$ cat config.mk
export PLATFORM = sky130hd
export DESIGN_NAME = gas_pressure_window_alarm
export DESIGN_NICKNAME = d
export VERILOG_FILES = /design/src/gpwa_pkg.sv /design/src/gpwa_scale.sv /design/src/gpwa_judge.sv /design/src/gas_pressure_window_alarm.sv
export SDC_FILE = /design/constraint.sdc
export NUM_CORES = 2
export LEC_CHECK = 0
export BUFFER_PORTS_ARGS = -buffer_cell sky130_fd_sc_hd__buf_2
export CORE_UTILIZATION = 40
export DETAILED_ROUTE_END_ITERATION = 16
export SLEW_MARGIN = 10
export SYNTH_ARGS = -nofsm -noshare
export SYNTH_HDL_FRONTEND = slang
export SYNTH_SLANG_ARGS = --single-unit
export TNS_END_PERCENT = 10
$ cat constraint.sdc
create_clock -name clk -period 12.94 [get_ports clk]
set_clock_uncertainty 0.2 [all_clocks]
set_input_delay 2.588 -clock clk [delete_from_list [all_inputs] [get_ports clk]]
set_output_delay 2.588 -clock clk [all_outputs]
set_load 0.02 [all_outputs]
$ cat src/gpwa_pkg.sv
package gpwa_pkg;

	localparam int NUM_CHANNELS_DEF = 6;
	localparam int SAMPLE_BITS_DEF = 10;

	localparam int CHANNEL_BITS = 3;
	localparam int RAW_BITS = 10;
	localparam int ENABLED_BITS = 3;
	localparam int LIMIT_BITS = 11;
	localparam int VAC_LIMIT_BITS = 10;
	localparam int CFG_INDEX_BITS = 2;
	localparam int CFG_DATA_BITS = 11;
	localparam int SEG_BITS = 8;

	// Scaled reading: hundredths of bar or mmHg, never above about 1140.
	localparam int READ_BITS = 11;

	// First pass: operand * coefficient, then drop the sample scale.
	localparam int COEF_BITS = 19;
	localparam int Q_BITS = 24;
	localparam logic [COEF_BITS-1:0] PRESS_COEF = 19'd12500;
	localparam logic [COEF_BITS-1:0] VAC_COEF = 19'd375031;

	// Second pass: exact floor division by 99 (pressure) or 9565 (vacuum).
	localparam int RECIP_BITS = 31;
	localparam int RECIP_SHIFT = 37;
	localparam logic [RECIP_BITS-1:0] PRESS_RECIP = 31'd1388272258;
	localparam logic [RECIP_BITS-1:0] VAC_RECIP = 31'd14368945;

	localparam logic [READ_BITS-1:0] PRESS_DISABLED = 11'd350;
	localparam logic [READ_BITS-1:0] VAC_DISABLED = 11'd500;

	// Channel codes and the count of channels the scheme knows about.
	localparam logic [CHANNEL_BITS-1:0] CH_P1 = 3'd0;
	localparam logic [CHANNEL_BITS-1:0] CH_P2 = 3'd1;
	localparam logic [CHANNEL_BITS-1:0] CH_P3 = 3'd2;
	localparam logic [CHANNEL_BITS-1:0] CH_P4 = 3'd3;
	localparam logic [CHANNEL_BITS-1:0] CH_P5 = 3'd4;
	localparam logic [CHANNEL_BITS-1:0] CH_VAC = 3'd5;
	localparam logic [CHANNEL_BITS:0] SCHEME_CHANNELS = 4'd6;

	// Configuration register indexes.
	localparam logic [CFG_INDEX_BITS-1:0] CFG_ENABLED_CHANNELS = 2'd0;
	localparam logic [CFG_INDEX_BITS-1:0] CFG_HIGH_LIMIT = 2'd1;
	localparam logic [CFG_INDEX_BITS-1:0] CFG_LOW_LIMIT = 2'd2;
	localparam logic [CFG_INDEX_BITS-1:0] CFG_VACUUM_LIMIT = 2'd3;

	localparam logic [ENABLED_BITS-1:0] ENABLED_RESET = 3'd6;
	localparam logic [LIMIT_BITS-1:0] HIGH_LIMIT_RESET = 11'd600;
	localparam logic [LIMIT_BITS-1:0] LOW_LIMIT_RESET = 11'd250;
	localparam logic [VAC_LIMIT_BITS-1:0] VAC_LIMIT_RESET = 10'd400;

	typedef enum logic [1:0] {
		ST_NORMAL = 2'd0,
		ST_LOW = 2'd1,
		ST_HIGH = 2'd2
	} status_t;

	typedef enum logic [1:0] {
		KIND_SAMPLE = 2'd0,
		KIND_MUTE = 2'd1,
		KIND_IGNORE = 2'd2
	} kind_t;

	typedef struct packed {
		logic command;
		logic [CHANNEL_BITS-1:0] channel;
		logic [RAW_BITS-1:0] sample;
	} gpwa_in_t;

	typedef struct packed {
		logic [1:0] status;
		logic fault;
		logic buzzer;
		logic [SEG_BITS-1:0] seg_ones;
		logic [SEG_BITS-1:0] seg_tens;
		logic [SEG_BITS-1:0] seg_hundreds;
	} gpwa_out_t;

	// Sideband that travels with a word through the scaling stages.
	typedef struct packed {
		kind_t kind;
		logic [CHANNEL_BITS-1:0] channel;
		logic vac;
		logic disabled;
	} gpwa_tag_t;

endpackage

$ cat src/gpwa_scale.sv
module gpwa_scale #(
	parameter int NUM_CHANNELS = gpwa_pkg::NUM_CHANNELS_DEF,
	parameter int SAMPLE_BITS = gpwa_pkg::SAMPLE_BITS_DEF
) (
	input  logic clk,
	input  gpwa_pkg::gpwa_in_t item_s1,
	input  logic [gpwa_pkg::ENABLED_BITS-1:0] enabled_channels,
	input  logic load_s2,
	input  logic load_s3,
	output gpwa_pkg::gpwa_tag_t tag_s3,
	output logic [gpwa_pkg::READ_BITS-1:0] reading_s3
);

	localparam int OP_BITS = SAMPLE_BITS + 5;
	localparam int CB = gpwa_pkg::COEF_BITS;
	localparam int QB = gpwa_pkg::Q_BITS;
	localparam int MB = gpwa_pkg::RECIP_BITS;
	localparam int RB = gpwa_pkg::READ_BITS;
	localparam int KS = gpwa_pkg::RECIP_SHIFT;
	localparam logic [gpwa_pkg::CHANNEL_BITS:0] NUM_CH = (gpwa_pkg::CHANNEL_BITS + 1)'(NUM_CHANNELS);

	logic [SAMPLE_BITS-1:0] v;
	logic [OP_BITS-1:0] v_ext, ten_v, tf_v, full, vac_full, operand;
	logic [CB-1:0] coef;
	logic [OP_BITS+CB-1:0] prod1;
	logic [QB-1:0] q;
	logic ch_valid, ch_en;
	gpwa_pkg::gpwa_tag_t tag_s1, tag_s2;
	logic [QB-1:0] q_s2;
	logic [MB-1:0] recip;
	logic [QB+MB-1:0] prod2;
	logic [RB-1:0] r;

	// Channel decode and installed-channel check.
	always_comb begin
		ch_valid = ({1'b0, item_s1.channel} < gpwa_pkg::SCHEME_CHANNELS)
			&& ({1'b0, item_s1.channel} < NUM_CH);
		case (item_s1.channel)
			gpwa_pkg::CH_P1, gpwa_pkg::CH_P4: ch_en = 1'b1;
			gpwa_pkg::CH_VAC: ch_en = enabled_channels >= 3'd3;
			gpwa_pkg::CH_P2: ch_en = enabled_channels >= 3'd4;
			gpwa_pkg::CH_P3: ch_en = enabled_channels >= 3'd5;
			gpwa_pkg::CH_P5: ch_en = enabled_channels >= 3'd6;
			default: ch_en = 1'b0;
		endcase
		if (item_s1.command)
			tag_s1.kind = gpwa_pkg::KIND_MUTE;
		else if (ch_valid)
			tag_s1.kind = gpwa_pkg::KIND_SAMPLE;
		else
			tag_s1.kind = gpwa_pkg::KIND_IGNORE;
		tag_s1.channel = item_s1.channel;
		tag_s1.vac = item_s1.channel == gpwa_pkg::CH_VAC;
		tag_s1.disabled = !ch_en;
	end

	// First pass: offset and clamp at zero, then the coefficient multiply.
	always_comb begin
		v = SAMPLE_BITS'(item_s1.sample);
		v_ext = OP_BITS'(v);
		ten_v = (v_ext << 3) + (v_ext << 1);
		tf_v = (v_ext << 4) + (v_ext << 3) + v_ext;
		full = OP_BITS'(1) << SAMPLE_BITS;
		vac_full = (full << 4) + (full << 2) + (full << 1) + full;
		if (tag_s1.vac) begin
			operand = (tf_v < vac_full) ? vac_full - tf_v : '0;
			coef = gpwa_pkg::VAC_COEF;
		end else begin
			operand = (ten_v > full) ? ten_v - full : '0;
			coef = gpwa_pkg::PRESS_COEF;
		end
		prod1 = (OP_BITS + CB)'(operand) * (OP_BITS + CB)'(coef);
		q = QB'(prod1 >> SAMPLE_BITS);
	end

	always_ff @(posedge clk) begin
		if (load_s2) begin
			q_s2 <= q;
			tag_s2 <= tag_s1;
		end
	end

	// Second pass: reciprocal multiply gives the exact floor quotient.
	always_comb begin
		recip = tag_s2.vac ? gpwa_pkg::VAC_RECIP : gpwa_pkg::PRESS_RECIP;
		prod2 = (QB + MB)'(q_s2) * (QB + MB)'(recip);
		r = prod2[KS+RB-1:KS];
	end

	always_ff @(posedge clk) begin
		if (load_s3) begin
			tag_s3 <= tag_s2;
			if (tag_s2.disabled)
				reading_s3 <= tag_s2.vac ? gpwa_pkg::VAC_DISABLED : gpwa_pkg::PRESS_DISABLED;
			else
				reading_s3 <= r;
		end
	end

endmodule

$ cat src/gpwa_judge.sv
module gpwa_judge #(
	parameter int NUM_CHANNELS = gpwa_pkg::NUM_CHANNELS_DEF
) (
	input  logic clk,
	input  logic arst_n,
	input  logic fire,
	input  gpwa_pkg::gpwa_tag_t tag,
	input  logic [gpwa_pkg::READ_BITS-1:0] reading,
	input  logic [gpwa_pkg::LIMIT_BITS-1:0] high_limit,
	input  logic [gpwa_pkg::LIMIT_BITS-1:0] low_limit,
	input  logic [gpwa_pkg::VAC_LIMIT_BITS-1:0] vacuum_limit,
	output gpwa_pkg::gpwa_out_t result
);

	localparam int IDX_W = $clog2(NUM_CHANNELS);
	localparam int RB = gpwa_pkg::READ_BITS;

	gpwa_pkg::status_t chan_status_q [NUM_CHANNELS];
	gpwa_pkg::status_t status_n [NUM_CHANNELS];
	logic [NUM_CHANNELS-1:0] chan_inside_q, chan_outside_q, inside_n, outside_n;
	logic fault_q, muted_q, fault_n, muted_n;
	logic [IDX_W-1:0] idx;
	logic [RB-1:0] lo_lim, hi_lim;
	logic lo, hi, in_window;
	logic [15:0] bcd;
	logic [3:0] d_ones, d_tens, d_hund;

	function automatic logic [15:0] to_bcd(input logic [RB-1:0] bin);
		logic [15:0] acc;
		acc = '0;
		for (int i = RB - 1; i >= 0; i--) begin
			for (int d = 0; d < 4; d++) begin
				if (acc[4*d +: 4] > 4'd4)
					acc[4*d +: 4] = acc[4*d +: 4] + 4'd3;
			end
			acc = {acc[14:0], bin[i]};
		end
		return acc;
	endfunction

	function automatic logic [gpwa_pkg::SEG_BITS-1:0] seg_code(input logic [3:0] digit);
		logic [gpwa_pkg::SEG_BITS-1:0] code;
		case (digit)
			4'd0: code = 8'hfc;
			4'd1: code = 8'h60;
			4'd2: code = 8'hda;
			4'd3: code = 8'hf2;
			4'd4: code = 8'h66;
			4'd5: code = 8'hb6;
			4'd6: code = 8'hbe;
			4'd7: code = 8'he0;
			4'd8: code = 8'hff;
			4'd9: code = 8'hf6;
			default: code = 8'h00;
		endcase
		return code;
	endfunction

	// Window check and next state.
	always_comb begin
		idx = tag.channel[IDX_W-1:0];
		status_n = chan_status_q;
		inside_n = chan_inside_q;
		outside_n = chan_outside_q;
		fault_n = fault_q;
		muted_n = muted_q;
		if (tag.vac) begin
			lo_lim = RB'(vacuum_limit);
			hi_lim = '0;
			lo = reading < lo_lim;
			hi = 1'b0;
			in_window = reading > lo_lim;
		end else begin
			lo_lim = low_limit;
			hi_lim = high_limit;
			lo = reading < lo_lim;
			hi = reading > hi_lim;
			in_window = (reading > lo_lim) && (reading < hi_lim);
		end
		case (tag.kind)
			gpwa_pkg::KIND_MUTE: muted_n = 1'b1;
			gpwa_pkg::KIND_SAMPLE: begin
				// A reading right on a limit keeps the held status.
				if (lo)
					status_n[idx] = gpwa_pkg::ST_LOW;
				else if (hi)
					status_n[idx] = gpwa_pkg::ST_HIGH;
				else if (in_window)
					status_n[idx] = gpwa_pkg::ST_NORMAL;
				inside_n[idx] = in_window;
				outside_n[idx] = lo || hi;
				fault_n = fault_q || (|outside_n);
				if (&inside_n) begin
					fault_n = 1'b0;
					muted_n = 1'b0;
					for (int i = 0; i < NUM_CHANNELS; i++)
						status_n[i] = gpwa_pkg::ST_NORMAL;
				end
			end
			default: ;
		endcase
	end

	// Display digits: pressure shows tenths of bar, vacuum shows mmHg.
	always_comb begin
		bcd = to_bcd(reading);
		if (tag.vac) begin
			d_ones = bcd[3:0];
			d_tens = bcd[7:4];
			d_hund = (bcd[15:12] != 4'd0) ? 4'd9 : bcd[11:8];
		end else begin
			d_ones = bcd[7:4];
			d_tens = bcd[11:8];
			d_hund = (bcd[15:12] > 4'd9) ? 4'd9 : bcd[15:12];
		end
		result.fault = fault_n;
		result.buzzer = fault_n && !muted_n;
		if (tag.kind == gpwa_pkg::KIND_SAMPLE) begin
			result.status = status_n[idx];
			result.seg_ones = seg_code(d_ones);
			result.seg_tens = seg_code(d_tens);
			result.seg_hundreds = seg_code(d_hund);
		end else begin
			result.status = gpwa_pkg::ST_NORMAL;
			result.seg_ones = '0;
			result.seg_tens = '0;
			result.seg_hundreds = '0;
		end
	end

	always_ff @(posedge clk or negedge arst_n) begin
		if (!arst_n) begin
			for (int i = 0; i < NUM_CHANNELS; i++)
				chan_status_q[i] <= gpwa_pkg::ST_NORMAL;
			chan_inside_q <= '1;
			chan_outside_q <= '0;
			fault_q <= 1'b0;
			muted_q <= 1'b0;
		end else if (fire) begin
			chan_status_q <= status_n;
			chan_inside_q <= inside_n;
			chan_outside_q <= outside_n;
			fault_q <= fault_n;
			muted_q <= muted_n;
		end
	end

endmodule

$ cat src/gas_pressure_window_alarm.sv
// Gas pressure window alarm. Each input word is either a converter sample for one of five
// pressure channels (0..4) or the vacuum channel (5), or a mute press (command = 1). A sample
// is scaled to hundredths of bar or to mmHg, judged against the alarm window, and answered by
// one result word: the held low/normal/high status of that channel, the aggregate fault flag,
// the buzzer drive and three seven-segment codes of the shown value (tenths of bar for
// pressure, mmHg for vacuum, hundreds digit saturated at 9). Disabled channels read 3.50 bar
// or 500 mmHg. Mute presses and unknown channels return zero status and blank segments.
// The block takes one word per clock and keeps doing so as long as the result side drains;
// a taken word waits in the input register, then the two constant
// multiplies of the scaling (coefficient, then reciprocal division) each own a stage, and
// the window check, state update and digit decode fill the last one. Idle stages never hold
// back the input. Write configuration only while no word is in flight.
module gas_pressure_window_alarm #(
	parameter int NUM_CHANNELS = gpwa_pkg::NUM_CHANNELS_DEF,
	parameter int SAMPLE_BITS = gpwa_pkg::SAMPLE_BITS_DEF
) (
	input  logic clk,
	input  logic arst_n,
	input  logic item_valid,
	output logic item_ready,
	input  gpwa_pkg::gpwa_in_t item,
	output logic result_valid,
	input  logic result_ready,
	output gpwa_pkg::gpwa_out_t result,
	input  logic cfg_we,
	input  logic [gpwa_pkg::CFG_INDEX_BITS-1:0] cfg_index,
	input  logic [gpwa_pkg::CFG_DATA_BITS-1:0] cfg_data
);

	// Configuration registers.
	logic [gpwa_pkg::ENABLED_BITS-1:0] enabled_channels_q;
	logic [gpwa_pkg::LIMIT_BITS-1:0] high_limit_q, low_limit_q;
	logic [gpwa_pkg::VAC_LIMIT_BITS-1:0] vacuum_limit_q;

	// Pipeline: s1 input word, s2 scaled quotient, s3 reading, s4 result word.
	logic v_s1, v_s2, v_s3, v_s4;
	logic rdy_s1, rdy_s2, rdy_s3, rdy_s4;
	gpwa_pkg::gpwa_in_t item_s1;
	gpwa_pkg::gpwa_tag_t tag_s3;
	logic [gpwa_pkg::READ_BITS-1:0] reading_s3;
	gpwa_pkg::gpwa_out_t result_n, result_s4;
	logic fire_s3;

	always_ff @(posedge clk or negedge arst_n) begin
		if (!arst_n) begin
			enabled_channels_q <= gpwa_pkg::ENABLED_RESET;
			high_limit_q <= gpwa_pkg::HIGH_LIMIT_RESET;
			low_limit_q <= gpwa_pkg::LOW_LIMIT_RESET;
			vacuum_limit_q <= gpwa_pkg::VAC_LIMIT_RESET;
		end else if (cfg_we) begin
			case (cfg_index)
				gpwa_pkg::CFG_ENABLED_CHANNELS:
					enabled_channels_q <= cfg_data[gpwa_pkg::ENABLED_BITS-1:0];
				gpwa_pkg::CFG_HIGH_LIMIT: high_limit_q <= cfg_data;
				gpwa_pkg::CFG_LOW_LIMIT: low_limit_q <= cfg_data;
				gpwa_pkg::CFG_VACUUM_LIMIT:
					vacuum_limit_q <= cfg_data[gpwa_pkg::VAC_LIMIT_BITS-1:0];
				default: ;
			endcase
		end
	end

	// A stage loads when it is empty or its word moves on; bubbles close up
	// even while the result word waits.
	assign rdy_s4 = !v_s4 || result_ready;
	assign rdy_s3 = !v_s3 || rdy_s4;
	assign rdy_s2 = !v_s2 || rdy_s3;
	assign rdy_s1 = !v_s1 || rdy_s2;
	assign item_ready = rdy_s1;

	// State advances only when a real word leaves the judge stage.
	assign fire_s3 = v_s3 && rdy_s4;

	always_ff @(posedge clk or negedge arst_n) begin
		if (!arst_n) begin
			v_s1 <= 1'b0;
			v_s2 <= 1'b0;
			v_s3 <= 1'b0;
			v_s4 <= 1'b0;
		end else begin
			if (rdy_s1)
				v_s1 <= item_valid;
			if (rdy_s2)
				v_s2 <= v_s1;
			if (rdy_s3)
				v_s3 <= v_s2;
			if (rdy_s4)
				v_s4 <= v_s3;
		end
	end

	always_ff @(posedge clk) begin
		if (rdy_s1)
			item_s1 <= item;
		if (rdy_s4)
			result_s4 <= result_n;
	end

	gpwa_scale #(
		.NUM_CHANNELS(NUM_CHANNELS),
		.SAMPLE_BITS(SAMPLE_BITS)
	) u_scale (
		.clk(clk),
		.item_s1(item_s1),
		.enabled_channels(enabled_channels_q),
		.load_s2(rdy_s2),
		.load_s3(rdy_s3),
		.tag_s3(tag_s3),
		.reading_s3(reading_s3)
	);

	gpwa_judge #(
		.NUM_CHANNELS(NUM_CHANNELS)
	) u_judge (
		.clk(clk),
		.arst_n(arst_n),
		.fire(fire_s3),
		.tag(tag_s3),
		.reading(reading_s3),
		.high_limit(high_limit_q),
		.low_limit(low_limit_q),
		.vacuum_limit(vacuum_limit_q),
		.result(result_n)
	);

	assign result_valid = v_s4;
	assign result = result_s4;

endmodule

# [Word-level counts from Yosys, hierarchy flattened]
# Memories as Yosys holds them, arrays and structs flattened. A register that Yosys moved wholly into a read port is not among the register bits.
# Cells that the tools add are included.
# W data, S select, Z words.
[op_classes] add_sub_neg=20 n_mul=2 order_cmp=33 eq_ne=9 mux=50 bitwise=9 reduce_logical=32
[op_table] cell="$mux W4" count=20
[op_table] cell="$mux W12" count=5
[op_table] cell="$add A4 B2 Y4 const B" count=12
[op_table] cell="$gt A4 B3 Y1 const B" count=12
[op_table] cell="$mul A24 B31 Y48" count=1
[op_table] cell="$mux W15" count=3
[op_table] cell="$mul A15 B19 Y34" count=1
[op_table] cell="$mux W31" count=1
[op_table] cell="$gt A11 B11 Y1" count=2
[op_table] cell="$lt A11 B11 Y1" count=2
[op_table] cell="$mux W19" count=1
[op_table] cell="$add A14 B13 Y15" count=1
[op_table] cell="$add A15 B10 Y15" count=1
[op_table] cell="$gt A15 B11 Y1 const B" count=1
[op_table] cell="$lt A15 B15 Y1 const B" count=1
[op_table] cell="$sub A15 B11 Y15 const B" count=1
[op_table] cell="$sub A15 B15 Y15 const A" count=1
[op_table] cell="$add A13 B11 Y14" count=1
[op_table] cell="$add A3 B2 Y4 const B" count=3
[op_table] cell="$and A12 B12 Y12" count=1
[op_table] cell="$and A6 B6 Y6" count=2
[op_table] cell="$bwmux W6" count=2
[op_table] cell="$not A12 Y12" count=1
[op_table] cell="$not A6 Y6" count=2
[op_table] cell="other kinds (37)" count=77
[totals] regBits=131 romBits=384 output_inout_bits=30 elab_cells=191 mem_count=3
[mem_list] name="(no name shown)" words=16 width=8 rd=1 rd_clocked_by_memory_dff=1 wr=0 line="gpwa_judge.sv:43" source="case (digit)"
[mem_list] name="(no name shown)" words=16 width=8 rd=1 rd_clocked_by_memory_dff=1 wr=0 line="gpwa_judge.sv:43"
[mem_list] name="(no name shown)" words=16 width=8 rd=1 rd_clocked_by_memory_dff=1 wr=0 line="gpwa_judge.sv:43"

# [Longest topological paths before layout]
[logic_depth] ltp_word=19 depth_mapped=50

# [Hierarchy]
# A second synthesis with hierarchy kept.
[unflattened] cells_unflattened=3227 hier_area_um2=31921.9
[modules_own_cells] mod="gpwa_scale" n_inst=1 cells_per_inst=2343 area_per_inst_um2=23468.8 seq_area_each_um2=1471.4
[modules_own_cells] mod="gpwa_judge" n_inst=1 cells_per_inst=752 area_per_inst_um2=5602.9 seq_area_each_um2=658.1
[modules_own_cells] mod="gas_pressure_window_alarm" n_inst=1 cells_per_inst=132 area_per_inst_um2=2850.2 seq_area_each_um2=2255.9

# [Worst setup path before layout]
# No wires, ideal clock.
[synth_timing] path_kind="register -> register" start="register item_s1[1] (netlist name)" end="register u_scale.q_s2[22], data pin" setup_ns=0.266 t_arrival_ns=9.824 required_time_ns=12.474 path_slack_ns=2.650 stages_incl_launch_ff=45 path_buffers=0 synth_period_minus_slack_ns=10.290 path_cell_list="edfxtp_1 inv_1 fa_1 inv_1 ha_1 inv_1 fa_1 inv_1 a21oi_1 o21bai_1 a21oi_1 o21bai_1 a21oi_1 o21bai_1 xor2_1 nand2_1 a21oi_1 nor2_1 [9 not listed] fa_1 fa_1 inv_1 fa_1 inv_1 ha_1 a2111o_1 or3_1 o2111ai_1 a21boi_0 o2111ai_1 a21boi_0 o21ai_0 a21boi_0 o21a_1 o21ai_0 a21boi_0 xor2_1"
[synth_between] elab_chain_len=6 elab_cells_between_ends=11 cone_classes="add/sub (5); mul (1); order compare (2); mux (3)"
[synth_rtl] item="$add A14 B13 Y15" line="gpwa_scale.sv:62" source="tf_v = (v_ext << 4) + (v_ext << 3) + v_ext;"
[synth_rtl] item="$add A15 B10 Y15" line="gpwa_scale.sv:62"
[synth_rtl] item="$sub A15 B15 Y15 or $lt A15 B15 Y1 (tied branches)" line="gpwa_scale.sv:66" source="operand = (tf_v < vac_full) ? vac_full - tf_v : '0;"
[synth_rtl] item="$mux W15" line="gpwa_scale.sv:66"
[synth_rtl] item="$mux W15 *" line="gpwa_scale.sv:65" source="if (tag_s1.vac) begin"
[synth_rtl] item="$mul A15 B19 Y34 *" line="gpwa_scale.sv:72" source="prod1 = (OP_BITS + CB)'(operand) * (OP_BITS + CB)'(coef);"
[synth_rtl] item="named net u_scale.prod1[32]" line="gpwa_scale.sv:25" source="logic [OP_BITS+CB-1:0] prod1;"
[synth_rtl] item="end signal, assigned" line="gpwa_scale.sv:78" source="q_s2 <= q;"
[synth_rtl] item="end, declared" line="gpwa_scale.sv:29" source="logic [QB-1:0] q_s2;"
# Mark *: on every way through the listed nets, which the timed path passes. The rest lies on a longest branch.
# A chain may end at the register's enable or synchronous reset.

# [Final worst setup path]
[layout_timing] start="register item_s1[1] (netlist name)" end="register u_scale.q_s2[22], data pin"
[layout_between] elab_chain_len=6 elab_cells_between_ends=11 cone_classes="add/sub (5); mul (1); order compare (2); mux (3)"
[layout_rtl] item="$add A14 B13 Y15" line="gpwa_scale.sv:62"
[layout_rtl] item="$add A15 B10 Y15" line="gpwa_scale.sv:62"
[layout_rtl] item="$sub A15 B15 Y15 or $lt A15 B15 Y1 (tied branches)" line="gpwa_scale.sv:66"
[layout_rtl] item="$mux W15" line="gpwa_scale.sv:66"
[layout_rtl] item="$mux W15 *" line="gpwa_scale.sv:65"
[layout_rtl] item="$mul A15 B19 Y34 *" line="gpwa_scale.sv:72"
[layout_rtl] item="named net u_scale.prod1[32]" line="gpwa_scale.sv:25"
# Marks and branches as above.

==> flow_summary.json <==
{
  "start_kind": "register",
  "synth_top_area_frac": 0.320,
  "synth_ff_type": "edfxtp_1",
  "drtIter0Drc": 1113,
  "synth_edf_count": 90,
  "synthMuxAreaShare": 0.0250,
  "grt_overflow": 0,
  "cts_made_buffers": 17,
  "io_buffers": 61,
  "ys_async_sr_fraction": 0.419,
  "crit_arrival_ns": 11.42,
  "finalSetupViolations": 0,
  "max-slew-margin-rel": 0.242,
  "synth_area_leaders": "fa_1 (32%), ha_1 (22%), inv_1 (10%), edfxtp_1 (9.0%), dfrtp_1 (3.7%)",
  "ys_warn_count": 0,
  "insertion_delay_ns": 0.46,
  "die_w_um": 276,
  "cts_setup_buffers": 0,
  "grt_max_degree": 66,
  "synth_compound_area_frac": 0.0771,
  "yosys.area_share.simple": 0.0778,
  "antenna_left": 0,
  "synthXorXnorAreaFrac": 0.0230,
  "drc": 0,
  "synth_cells": 2990,
  "hpwl_mm": 59.3,
  "synth_area_per_cell_um2": 10.1,
  "period_needed_ns": 11.42,
  "hold_violations": 0,
  "ys_seq_elements": 155,
  "final_nets": 4108,
  "wl_per_cell_um": 16.7,
  "design.die.area_um2": 76400,
  "cts_root_buf": "clkbuf_16",
  "antenna_found_initial": 1,
  "synth_top_family_by_area": "adder cells",
  "fin_util": 0.433,
  "slowest_delay_ns": 0.55,
  "layout-drive-gt1-share": 0.0719,
  "die_h_um": 276,
  "final_cell_area_um2": 32200,
  "cp_slowest_cell": "fa_1",
  "synth_fa_ha_area_frac": 0.542,
  "tightestPinTransition_ns": 1.13,
  "grtUsageTotal": 0.185,
  "wirelength_mm": 67.3,
  "final_cell_mix": "inv_1 (839), ha_1 (534), fa_1 (482)",
  "status": "complete, no violations",
  "placed_area_um2": 31600,
  "crit_type": "register to register",
  "grt_pass1_vias": 21236,
  "cts.path.max_buffers": 2,
  "required_ns": 12.94,
  "ctsResizeCount": 0,
  "crit_path_frequent_cell": "inv_1",
  "cts_hold_buf": 0,
  "num_rows": 100,
  "synth_area_um2": 30100,
  "synth.distinct_cells": 98,
  "rsz0062_at_grt": "no",
  "clk_pin_slew_ns": 0.07,
  "drt-pass1-iter-count": 5,
  "cap_violations": 0,
  "area_growth_pct": 7.01,
  "initial_core_util": 0.405,
  "num_vias": 19801,
  "fin_cells": 4043,
  "viasPerCell": 4.90,
  "post-route-period-util": 0.883,
  "cts_max_level": 4,
  "gp_congestion": 0.876,
  "final_common_cell": "inv_1",
  "critPathMaxFanout": 8,
  "ys_seq_area_frac": 0.145,
  "grt_pass1_wl_mm": 112,
  "synth_area_leader_cell": "fa_1",
  "cp-end-kind": "register",
  "finalSetupTns_ns": 0,
  "cts_sinks": 155,
  "max_freq_mhz": 87.6,
  "core_um2": 74400,
  "maxSlewViolCount": 0,
  "cts_tree": "built",
  "dp_cells": 4010,
  "min_path_type": "register to register",
  "pin_count": 62
}
## sequential cells by signal, summed over array words and instances, names as in the netlist, 7 cells and up
| name | count |
|---|---|
| result | 28 |
| u_scale.q_s2 | 24 |
| item_s1 | 14 |
| u_judge.chan_status_q | 12 |
| high_limit_q | 11 |
| low_limit_q | 11 |
| u_scale.reading_s3 | 11 |
| vacuum_limit_q | 10 |
| u_scale.tag_s2 | 7 |
## per-layer routing
layer	GRT usage	wire length, um	up-vias
li1	-	-	9618
met5	0	0	-
met4	0.0258	686	0
met2	0.319	33200	253
met3	0.0216	1690	52
met1	0.254	31800	9878
## layout make-up
class                   count  area, um2
diodes                      1       2.50
clock buffers              17        425
multi-input cells        1973      22500
inverters                 842       3160
flip-flops and latches    155       4360
fillers                  7180      42200
well taps                 969       1210
clock inverters            15        188
repair buffers             71        380
## worst max-delay path: cells and delay by family (launching register included)
family | cells | cell delay (ns)
fa+ha+maj | 10 | 4.37
compound gates | 19 | 4.15
buf+inv | 9 | 0.83
simple gates | 4 | 0.78
flops | 1 | 0.48
xor+xnor | 2 | 0.39
## metrics by stage
step	hold slack, ns	setup slack [ns]
2_1_floorplan	0.200	2.65
3_3_place_gp	0.201	1.73
3_5_place_dp	0.205	1.49
4_1_cts	0.222	1.45
5_1_grt	0.230	0.511
6_report	0.220	1.52
## final timing paths
path	startpoint	slack, ns	to	cells past startpoint
worst max-delay path	item_s1[1]	1.52	u_scale.q_s2[22]	44
worst min-delay path	u_scale.tag_s2[4]	0.22	u_scale.tag_s3[4]	0
worst max register to register	item_s1[1]	1.52	u_scale.q_s2[22]	44
worst min register to register	u_scale.tag_s2[4]	0.22	u_scale.tag_s3[4]	0
max in group asynchronous	arst_n	9.85	vacuum_limit_q[6]	2
min in group asynchronous	arst_n	2.13	u_judge.muted_q	2
## kinds of logic (layout without fill, tap and decap cells)
| logic type | Yosys count | in the layout |
|---|---|---|
| fa+ha+maj | 1016 | 1016 |
| buf+inv | 878 | 945 |
| simple gates | 455 | 455 |
| compound gates | 341 | 341 |
| flops | 155 | 155 |
| xor+xnor | 77 | 77 |
| mux | 66 | 66 |
| other cells | 2 | 19 |
## Yosys cell counts (all sizes together), types with 25 or more instances
library cell  count
a21o             25
nand2b           38
inv             840
clkbuf           31
nor2b            28
dfrtp            44
nand3            31
nand2           110
and2             26
fa              482
a21oi            70
mux2             45
xnor2            55
or2              25
nor3             34
ha              534
o21a             33
edfxtp           90
nor2             91
o21ai            71
Power is left out: the tool's default activity adds up to more than one toggle a clock period on the data nets, which glitch-free logic cannot reach.
